File: src/hdl/mikl_pkg.sv
// Shared types and constants for the mecanum inverse kinematics limit unit.
`timescale 1ns / 1ps

package mikl_pkg;

  localparam int VEL_W  = 16;              // command field width
  localparam int CFG_W  = 16;              // widest register
  localparam int LIM_W  = 15;              // speed limit width
  localparam int LIN_W  = 34;              // signed wheel surface speed, 20 fraction bits
  localparam int MAG_W  = LIN_W - 1;       // its magnitude
  localparam int PROD_W = MAG_W + CFG_W;   // shared multiplier product
  localparam int FRAC_W = 28;              // fraction bits dropped after the gain
  localparam int MOT_W  = PROD_W - FRAC_W; // motor speed magnitude before limiting
  localparam int QUOT_W = LIM_W;           // scaled speed never exceeds the limit
  localparam int DIV_W  = MOT_W + QUOT_W;  // dividend of the scaling divide
  localparam int IDX_W  = 2;               // register index and wheel index
  localparam int OUT_W  = 16;

  localparam logic [IDX_W-1:0] CFG_WHEEL_GEOMETRY = 2'd0;
  localparam logic [IDX_W-1:0] CFG_SPEED_GAIN     = 2'd1;
  localparam logic [IDX_W-1:0] CFG_SPEED_LIMIT    = 2'd2;

  localparam logic [CFG_W-1:0] WHEEL_GEOMETRY_RST = 16'd7680;
  localparam logic [CFG_W-1:0] SPEED_GAIN_RST     = 16'd4096;
  localparam logic [LIM_W-1:0] SPEED_LIMIT_RST    = 15'd8000;

  localparam logic [IDX_W-1:0] LAST_WHEEL = 2'd3;

  typedef enum logic [3:0] {
    ST_IDLE,
    ST_ROT_MUL,
    ST_ROT_TAKE,
    ST_GAIN_MUL,
    ST_GAIN_TAKE,
    ST_CHECK,
    ST_LIM_MUL,
    ST_LIM_TAKE,
    ST_DIV_WAIT,
    ST_DONE
  } state_t;

  typedef struct packed {
    logic [MAG_W-1:0] a;
    logic [CFG_W-1:0] b;
  } mul_req_t;

  typedef struct packed {
    logic             start;
    logic [DIV_W-1:0] dividend;
    logic [MOT_W-1:0] divisor;
  } div_req_t;

  typedef struct packed {
    logic              done;
    logic [QUOT_W-1:0] quot;
  } div_rsp_t;

endpackage

File: src/hdl/mecanum_inverse_kinematics_limit_unit.sv
// Top level: mecanum wheel inverse kinematics with gain, speed limit and stop handling.
`timescale 1ns / 1ps

// Usage
//   Input channel (in_valid/in_ready) takes one chassis command item: vel_x, vel_y
//   (Q12.4 cm/s) and vel_rot (Q4.12 rad/s). Output channel (out_valid/out_ready)
//   returns action, motor_a..motor_d (rpm) and limited.
//   The config port (cfg_we, cfg_index, cfg_data) writes wheel_geometry, speed_gain
//   and speed_limit; write it only when no item is in flight.
// Sequencing
//   One shared multiplier does the rotation term, then the gain of each wheel.
//   The block takes no new item until the previous result has been loaded into
//   the output register. When the largest speed exceeds the limit, each wheel
//   also goes through one multiply and a 15-step restoring divide. An all-zero
//   command gives one stop result; repeats of it are accepted and dropped.
// Reset
//   rst clears the sequencer, the stop flag and the output valid, and loads the
//   register defaults (30.0 cm geometry, gain 16.0, limit 8000 rpm).
// Stalls
//   A finished result waits in the output register; the next item is taken
//   meanwhile and its own result holds in the last step until the register frees.
module mecanum_inverse_kinematics_limit_unit (
  input  logic                                clk,
  input  logic                                rst,
  input  logic                                in_valid,
  output logic                                in_ready,
  input  logic signed [mikl_pkg::VEL_W-1:0]   vel_x,
  input  logic signed [mikl_pkg::VEL_W-1:0]   vel_y,
  input  logic signed [mikl_pkg::VEL_W-1:0]   vel_rot,
  output logic                                out_valid,
  input  logic                                out_ready,
  output logic                                action,
  output logic signed [mikl_pkg::OUT_W-1:0]   motor_a,
  output logic signed [mikl_pkg::OUT_W-1:0]   motor_b,
  output logic signed [mikl_pkg::OUT_W-1:0]   motor_c,
  output logic signed [mikl_pkg::OUT_W-1:0]   motor_d,
  output logic                                limited,
  input  logic                                cfg_we,
  input  logic [mikl_pkg::IDX_W-1:0]          cfg_index,
  input  logic [mikl_pkg::CFG_W-1:0]          cfg_data
);
  import mikl_pkg::*;

  // configuration
  logic [CFG_W-1:0] wheel_geometry;
  logic [CFG_W-1:0] speed_gain;
  logic [LIM_W-1:0] speed_limit;

  // sequencer
  state_t state;
  state_t state_next;
  logic   stopped;
  logic   accept;
  logic   zero_cmd;
  logic   out_free;
  logic   load_out;

  // command and intermediate values
  logic signed [VEL_W-1:0] vx;
  logic signed [VEL_W-1:0] vy;
  logic signed [VEL_W-1:0] vr;
  logic signed [LIN_W-1:0] rot;
  logic [IDX_W-1:0]        idx;
  logic [MOT_W-1:0]        m_mag [4];
  logic                    m_neg [4];
  logic [MOT_W-1:0]        maxv;
  logic                    lim_flag;
  logic                    stop_flag;

  // wheel sum datapath
  logic signed [VEL_W:0]   sum_xy;
  logic signed [VEL_W:0]   diff_xy;
  logic signed [LIN_W-1:0] base;
  logic signed [LIN_W-1:0] lin;
  logic [MAG_W-1:0]        lin_mag;
  logic [VEL_W-1:0]        vr_mag;
  logic [MOT_W-1:0]        gain_mot;

  // shared units
  mul_req_t          mul_req;
  logic [PROD_W-1:0] prod;
  div_req_t          div_req;
  div_rsp_t          div_rsp;

  function automatic logic signed [OUT_W-1:0] motor_word(input logic [MOT_W-1:0] m,
                                                         input logic neg);
    logic [OUT_W-1:0] mag;
    mag = (m > MOT_W'(16'h7fff)) ? 16'h7fff : {1'b0, m[OUT_W-2:0]};
    return neg ? -mag : mag;
  endfunction

  assign accept   = in_valid && in_ready;
  assign zero_cmd = (vel_x == '0) && (vel_y == '0) && (vel_rot == '0);
  assign out_free = !out_valid || out_ready;

  // wheel 1 and 2 use x + y, wheels 0 and 3 use x - y; even wheels add rotation
  assign sum_xy  = {vx[VEL_W-1], vx} + {vy[VEL_W-1], vy};
  assign diff_xy = {vx[VEL_W-1], vx} - {vy[VEL_W-1], vy};
  assign base    = (idx == 2'd1 || idx == 2'd2) ? {sum_xy[VEL_W], sum_xy, 16'b0}
                                                : {diff_xy[VEL_W], diff_xy, 16'b0};
  assign lin     = idx[0] ? (base - rot) : (base + rot);
  assign lin_mag = lin[LIN_W-1] ? MAG_W'(-lin) : lin[MAG_W-1:0];
  assign vr_mag  = vr[VEL_W-1] ? VEL_W'(-vr) : vr;
  // drop the 28 fraction bits: magnitude truncation is truncation toward zero
  assign gain_mot = prod[PROD_W-1:FRAC_W];

  mikl_mul u_mul (
    .clk  (clk),
    .req  (mul_req),
    .prod (prod)
  );

  mikl_div u_div (
    .clk (clk),
    .rst (rst),
    .req (div_req),
    .rsp (div_rsp)
  );

  // configuration registers; index past the list is ignored
  always_ff @(posedge clk) begin
    if (rst) begin
      wheel_geometry <= WHEEL_GEOMETRY_RST;
      speed_gain     <= SPEED_GAIN_RST;
      speed_limit    <= SPEED_LIMIT_RST;
    end else if (cfg_we) begin
      case (cfg_index)
        CFG_WHEEL_GEOMETRY: wheel_geometry <= cfg_data;
        CFG_SPEED_GAIN:     speed_gain     <= cfg_data;
        CFG_SPEED_LIMIT:    speed_limit    <= cfg_data[LIM_W-1:0];
        default: ;
      endcase
    end
  end

  // next state
  always_comb begin
    state_next = state;
    case (state)
      ST_IDLE: begin
        if (accept) begin
          if (!zero_cmd) begin
            state_next = ST_ROT_MUL;
          end else if (!stopped) begin
            state_next = ST_DONE;
          end
        end
      end
      ST_ROT_MUL:   state_next = ST_ROT_TAKE;
      ST_ROT_TAKE:  state_next = ST_GAIN_MUL;
      ST_GAIN_MUL:  state_next = ST_GAIN_TAKE;
      ST_GAIN_TAKE: state_next = (idx == LAST_WHEEL) ? ST_CHECK : ST_GAIN_MUL;
      ST_CHECK:     state_next = (maxv > MOT_W'(speed_limit)) ? ST_LIM_MUL : ST_DONE;
      ST_LIM_MUL:   state_next = ST_LIM_TAKE;
      ST_LIM_TAKE:  state_next = ST_DIV_WAIT;
      ST_DIV_WAIT: begin
        if (div_rsp.done) begin
          state_next = (idx == LAST_WHEEL) ? ST_DONE : ST_LIM_MUL;
        end
      end
      ST_DONE: begin
        if (out_free) begin
          state_next = ST_IDLE;
        end
      end
      default: state_next = ST_IDLE;
    endcase
  end

  // sequencer outputs: operand select for the shared units
  always_comb begin
    in_ready         = 1'b0;
    load_out         = 1'b0;
    mul_req.a        = '0;
    mul_req.b        = '0;
    div_req.start    = 1'b0;
    div_req.dividend = prod[DIV_W-1:0];
    div_req.divisor  = maxv;
    case (state)
      ST_IDLE: in_ready = 1'b1;
      ST_ROT_MUL: begin
        mul_req.a = MAG_W'(vr_mag);
        mul_req.b = wheel_geometry;
      end
      ST_GAIN_MUL: begin
        mul_req.a = lin_mag;
        mul_req.b = speed_gain;
      end
      ST_LIM_MUL: begin
        mul_req.a = MAG_W'(m_mag[idx]);
        mul_req.b = CFG_W'(speed_limit);
      end
      ST_LIM_TAKE: div_req.start = 1'b1;
      ST_DONE:     load_out = out_free;
      default: ;
    endcase
  end

  // control registers
  always_ff @(posedge clk) begin
    if (rst) begin
      state     <= ST_IDLE;
      stopped   <= 1'b0;
      out_valid <= 1'b0;
    end else begin
      state <= state_next;
      if (accept) begin
        stopped <= zero_cmd;
      end
      if (load_out) begin
        out_valid <= 1'b1;
      end else if (out_ready) begin
        out_valid <= 1'b0;
      end
    end
  end

  // datapath registers
  always_ff @(posedge clk) begin
    case (state)
      ST_IDLE: begin
        vx        <= vel_x;
        vy        <= vel_y;
        vr        <= vel_rot;
        stop_flag <= zero_cmd;
        idx       <= '0;
        maxv      <= '0;
        lim_flag  <= 1'b0;
      end
      ST_ROT_TAKE: begin
        rot <= vr[VEL_W-1] ? -$signed({2'b00, prod[31:0]}) : $signed({2'b00, prod[31:0]});
      end
      ST_GAIN_MUL: begin
        // motors on wheels 0 and 2 turn the other way
        m_neg[idx] <= lin[LIN_W-1] ^ ~idx[0];
      end
      ST_GAIN_TAKE: begin
        m_mag[idx] <= gain_mot;
        if (gain_mot > maxv) begin
          maxv <= gain_mot;
        end
        idx <= idx + 2'd1;
      end
      ST_CHECK: begin
        lim_flag <= maxv > MOT_W'(speed_limit);
      end
      ST_DIV_WAIT: begin
        if (div_rsp.done) begin
          m_mag[idx] <= MOT_W'(div_rsp.quot);
          idx        <= idx + 2'd1;
        end
      end
      default: ;
    endcase
  end

  // output register
  always_ff @(posedge clk) begin
    if (load_out) begin
      action  <= !stop_flag;
      limited <= !stop_flag && lim_flag;
      motor_a <= stop_flag ? '0 : motor_word(m_mag[0], m_neg[0]);
      motor_b <= stop_flag ? '0 : motor_word(m_mag[1], m_neg[1]);
      motor_c <= stop_flag ? '0 : motor_word(m_mag[2], m_neg[2]);
      motor_d <= stop_flag ? '0 : motor_word(m_mag[3], m_neg[3]);
    end
  end

  logic signed [OUT_W:0] lim_s;
  assign lim_s = {2'b00, speed_limit};

  a_within_limit: assert property (@(posedge clk) disable iff (rst)
    out_valid |-> (motor_a <= lim_s && motor_a >= -lim_s && motor_b <= lim_s &&
                   motor_b >= -lim_s && motor_c <= lim_s && motor_c >= -lim_s &&
                   motor_d <= lim_s && motor_d >= -lim_s))
    else $error("motor speed above the speed limit");

  a_repeat_stop_dropped: assert property (@(posedge clk) disable iff (rst)
    (accept && zero_cmd && stopped) |=> (state == ST_IDLE))
    else $error("repeated zero command started work");

  a_divide_only_when_over: assert property (@(posedge clk) disable iff (rst)
    (state == ST_DIV_WAIT) |-> (lim_flag && maxv > MOT_W'(speed_limit)))
    else $error("scaling divide without the limit being exceeded");

  a_stop_result_clean: assert property (@(posedge clk) disable iff (rst)
    (load_out && stop_flag) |=> (out_valid && !action && !limited))
    else $error("stop result carries speeds");

endmodule

File: src/hdl/mikl_mul.sv
// Shared unsigned multiplier with a registered product.
`timescale 1ns / 1ps

module mikl_mul (
  input  logic                          clk,
  input  mikl_pkg::mul_req_t            req,
  output logic [mikl_pkg::PROD_W-1:0]   prod
);
  import mikl_pkg::*;

  always_ff @(posedge clk) begin
    prod <= PROD_W'(req.a) * PROD_W'(req.b);
  end

endmodule

File: src/hdl/mikl_div.sv
// Restoring divider, one quotient bit per cycle, for the speed limit scaling.
`timescale 1ns / 1ps

module mikl_div (
  input  logic               clk,
  input  logic               rst,
  input  mikl_pkg::div_req_t req,
  output mikl_pkg::div_rsp_t rsp
);
  import mikl_pkg::*;

  localparam int CNT_W = $clog2(QUOT_W + 1);
  localparam logic [CNT_W-1:0] STEPS = CNT_W'(QUOT_W);
  localparam logic [CNT_W-1:0] ONE   = CNT_W'(1);

  logic [CNT_W-1:0]  count;
  logic              done;
  logic [MOT_W-1:0]  rem;
  logic [MOT_W-1:0]  divisor;
  logic [QUOT_W-1:0] dlow;
  logic [QUOT_W-1:0] quot;
  logic [MOT_W:0]    trial;
  logic [MOT_W:0]    diff;
  logic              fits;

  // shift in the next dividend bit and try the subtract
  assign trial = {rem, dlow[QUOT_W-1]};
  assign diff  = trial - {1'b0, divisor};
  assign fits  = trial >= {1'b0, divisor};

  always_ff @(posedge clk) begin
    if (rst) begin
      count <= '0;
      done  <= 1'b0;
    end else begin
      done <= 1'b0;
      if (req.start) begin
        count <= STEPS;
      end else if (count != '0) begin
        count <= count - ONE;
        done  <= (count == ONE);
      end
    end
  end

  always_ff @(posedge clk) begin
    if (req.start) begin
      rem     <= req.dividend[DIV_W-1:QUOT_W];
      dlow    <= req.dividend[QUOT_W-1:0];
      divisor <= req.divisor;
    end else if (count != '0) begin
      rem  <= fits ? diff[MOT_W-1:0] : trial[MOT_W-1:0];
      quot <= {quot[QUOT_W-2:0], fits};
      dlow <= {dlow[QUOT_W-2:0], 1'b0};
    end
  end

  assign rsp.done = done;
  assign rsp.quot = quot;

  a_rem_below_divisor: assert property (@(posedge clk) disable iff (rst)
    (count != '0) |-> (rem < divisor))
    else $error("partial remainder reached the divisor");

  a_start_when_free: assert property (@(posedge clk) disable iff (rst)
    req.start |-> (count == '0))
    else $error("divide started while one is in progress");

  a_done_after_last_step: assert property (@(posedge clk) disable iff (rst)
    $rose(done) |-> ($past(count) == ONE))
    else $error("divide finished without its last step");

endmodule

File: config.mk
export PLATFORM = sky130hd
export DESIGN_NAME = mecanum_inverse_kinematics_limit_unit
export DESIGN_NICKNAME = d
export VERILOG_FILES = /design/src/hdl/mikl_pkg.sv /design/src/hdl/mecanum_inverse_kinematics_limit_unit.sv /design/src/hdl/mikl_mul.sv /design/src/hdl/mikl_div.sv
export SDC_FILE = /design/constraint.sdc
export NUM_CORES = 2
export LEC_CHECK = 0
export BUFFER_PORTS_ARGS = -buffer_cell sky130_fd_sc_hd__buf_2
export CAP_MARGIN = 20
export CORE_MARGIN = 2
export CORE_UTILIZATION = 25
export CTS_BUF_LIST = sky130_fd_sc_hd__clkbuf_2
export DETAILED_ROUTE_END_ITERATION = 16
export GPL_TIMING_DRIVEN = 0
export SLEW_MARGIN = 20
export SYNTH_ARGS = -nofsm -noshare
export SYNTH_HDL_FRONTEND = slang
export SYNTH_SLANG_ARGS = --single-unit
File: constraint.sdc
create_clock -name clk -period 14.4 [get_ports clk]
set_input_delay 1.44 -clock clk [delete_from_list [all_inputs] [get_ports clk]]
set_output_delay 1.44 -clock clk [all_outputs]
set_load 0.1 [all_outputs]
==> impl_metrics.ini <==
[outcome]
status = finished, final reports clean

[flow_run]
cap_viol_max_count = 0

[worst_setup_path]
crit_path_end_kind = register
critPathMostFrequentCell = fa_1
crit_path_start_kind = register
ff2ff_setup_slack_ns = 0.54
r2r-end = u_mul.prod[48]
crit_fanout = 17
crit_slowest_cell = fa_1
r2r_start = idx[0]
slowest_delay_ns = 0.67
crit_path_end = u_mul.prod[48]
crit_path_start = idx[0]
path_class = register to register
rr_worst_depth = 48
worstPathArrival_ns = 14.99
worstPathRequired_ns = 15.53

[place]
io_buffers = 138
hpwl_um = 140600
place_inst = 7204
place.gp.congestion = 0.9797
place_area_mm2 = 0.04772

[routing]
drt-total-wl_um = 173200
ant_nets = 0
via_count = 38195
drc = 0
drt_iter0_drc = 4111
drtPass1Iterations = 6
avgViaCountPerCell = 5.130
wl_per_cell_um = 23.26

[synthesis]
synth_cells = 4712
synth_cell_types = 100
yosys-top-cells-count = 592 x inv_1, 483 x nand2_1, 483 x nor2_1, 434 x fa_1, 333 x edfxtp_1
synth-edff-count = 333
synth_top_area_frac = 0.2295
synth.most_common_cell = inv_1
synth_nets = 5444
async_flop_share = 0
synth.avg_cell_area_um2 = 9.246
synthTopCellsByArea = edfxtp_1 23%, fa_1 20%, ha_1 6.5%
synth_area_mm2 = 0.04357
yosysTopAreaCell = edfxtp_1
synth_flop_cell = edfxtp_1
yosys_warnings = 0
yosysSeqAreaShare = 0.2796
ys_ff_latch = 442

[timing]
setup_violations = 0
rsz0062_at_grt = no
slew_headroom = 0.1751
final_max_slew_viol_count = 0
hold_viol = 0
tightestPinTransition_ns = 1.224
fin_crit_ns = 13.86
finClkSkew_ns = 0.1656
post-route-period-util = 0.9627
fmax_ghz = 0.07213

[power_and_ir_drop]
p_leak_nw = 20.36
power_frac_comb = 0.750
clkPwrFrac = 0.082
switching_share = 0.5892
p_sw_mw = 6.641
power.internal_mw = 4.630
sequentialPowerShare = 0.168
p_per_area_mw_per_mm2 = 226.6
peakVddDrop_v = 0.0003677

[final_layout]
final_layout_size_suffix_gt1_frac = 0.1197
instances_no_fill = 7446
fill_cells = 18568
stdcell_area_mm2 = 0.04975
synthToLayoutAreaGrowth_pct = 14.17
final_nets = 5752
utilization = 0.2868

[clock_tree]
cts_tree = done
h-tree-depth = 3
ctsLongestPathBuffers = 3
cts_num_sinks = 442
insertion_delay_ns = 1.29
cts-root-buf = clkbuf_2
clkSlewWorstSetupHoldPaths_ns = 0.11
cts_made_buffers = 108

[floorplanning]
ios = 139
dieArea_mm2 = 0.1776
die-width_um = 421.5
start_util = 0.2512
placementRows = 153
coreArea_mm2 = 0.1734
die_h_um = 421.5

[grt]
grt_max_degree = 32
grt_pass1_vias = 37065
antenna_found_initial = 30
gr-usage-all-layers = 0.1895
overflow = 0
grt_first_pass_wirelength_um = 251200

[min_path]
worstHoldPathType = primary input to register
-- per-stage QoR --
| stage | total power, mW | worst slack, ns | hold WS, ns | TNS, ns |
|---|---|---|---|---|
| finish | 11.27 | 0.5369 | 0.3394 | 0 |
| CTS | 10.79 | 0.004926 | 0.1846 | 0 |
| detailed placement | 9.023 | -3.244 | 0.4319 | -55.69 |
| global route | 11.74 | 0.08355 | 0.2454 | 0 |
| global placement | 8.847 | -3.150 | 0.4284 | -52.91 |
| floorplan | 6.161 | 1.887 | 0.4204 | 0 |
-- how the worst min path moves through the flow --
stage,cells past startpoint,startpoint,to
6_report,1,vel_y[2],vy[2]
3_3_place_gp,0,u_div.quot[6],u_div.quot[7]
5_1_grt,1,vel_y[4],vy[4]
3_5_place_dp,0,u_div.quot[6],u_div.quot[7]
4_1_cts,1,vel_y[2],vy[2]
2_1_floorplan,0,u_div.quot[9],u_div.quot[10]
-- worst max-delay path: cells and delay by family (launching register included) --
family	cells	cell delay (ns)
AND/OR/NAND/NOR	4	0.46
multiplexers	1	0.41
XOR/XNOR	3	1.13
flip-flops	1	0.53
adder cells (fa/ha/maj)	10	5.05
buffers and inverters	9	1.55
AO/OA/AOI/OAI	21	4.54
-- cell families (layout without fill, tap and decap cells) --
group | after synthesis | in the layout | synth area share
simple gates | 1497 | 1497 | 0.1623
compound gates | 958 | 958 | 0.1459
buf+inv | 826 | 1228 | 0.07257
fa+ha+maj | 661 | 661 | 0.2646
flops | 442 | 442 | 0.2796
xor+xnor | 221 | 221 | 0.04509
mux | 107 | 107 | 0.02995
other cells | 0 | 7 | 0
-- state kept, by name, summed over array words and instances (netlist names), 21 cells and up, named ones only --
signal         flops
m_mag             84
rot               34
maxv              21
u_div.divisor     21
u_div.rem         21
u_mul.prod        49
-- power groups by stage --
stage	clock [mW]	sequential, mW	combinational, mW
6_report	0.925	1.89	8.46
4_1_cts	0.950	1.88	7.96
3_3_place_gp	0	1.92	6.93
5_1_grt	1.01	1.90	8.83
3_5_place_dp	0	1.91	7.12
2_1_floorplan	0	1.81	4.35
-- cell usage in the layout, fill, tap and decap left out, drive strengths merged, types with 20 or more instances in the layout --
cell type and count:
xor2 67, inv 595, nand2 483, o21ai 149
and2 90, nand3 57, nor3 68, mux2i 64
nand2b 40, a31oi 26, fa 434, nor2b 28
a22oi 40, o31ai 34, edfxtp 333, clkinv 55
or2 25, o21a 20, a21oi 305, and3 35
a21o 56, nand4 32, ha 227, nor4 43
xnor2 153, dfxtp 109, or4 32, a211oi 38
nor2 485, o211ai 38, or3 37, mux2 27
buf 248, clkbuf 325, o22ai 34, a221oi 37
-- routing by layer --
metal	wire (um)	up-vias	global-route usage	part of all wire
li1	-	16823	-	-
met1	69990	18996	0.2520	0.40
met2	77520	1931	0.2977	0.45
met3	14700	441	0.02822	0.085
met4	10940	4	0.09946	0.063
met5	23	-	0	0.00013
-- timing repair --
action / 4_1_cts / 5_1_grt
pin swaps: 14 / 10
buffers inserted: 26 / 9
resized for setup: 76 / 51
hold buffers: 0 / 0
endpoints found under the setup margin: 33 / 21
-- final cells by class --
class                   count  area (um2)  share of cell area
multi-input cells        3444       29020              0.5833
flip-flops and latches    442       12180              0.2449
well taps                2325        2909             0.05848
inverters                 593        2230             0.04482
repair buffers            204        1335             0.02684
plain buffers             227       958.4             0.01927
clock buffers             142       710.7             0.01429
clock inverters            62       387.9            0.007797
diodes                      7       17.52           0.0003521
Note: power is estimated with default switching activity, not from simulation.
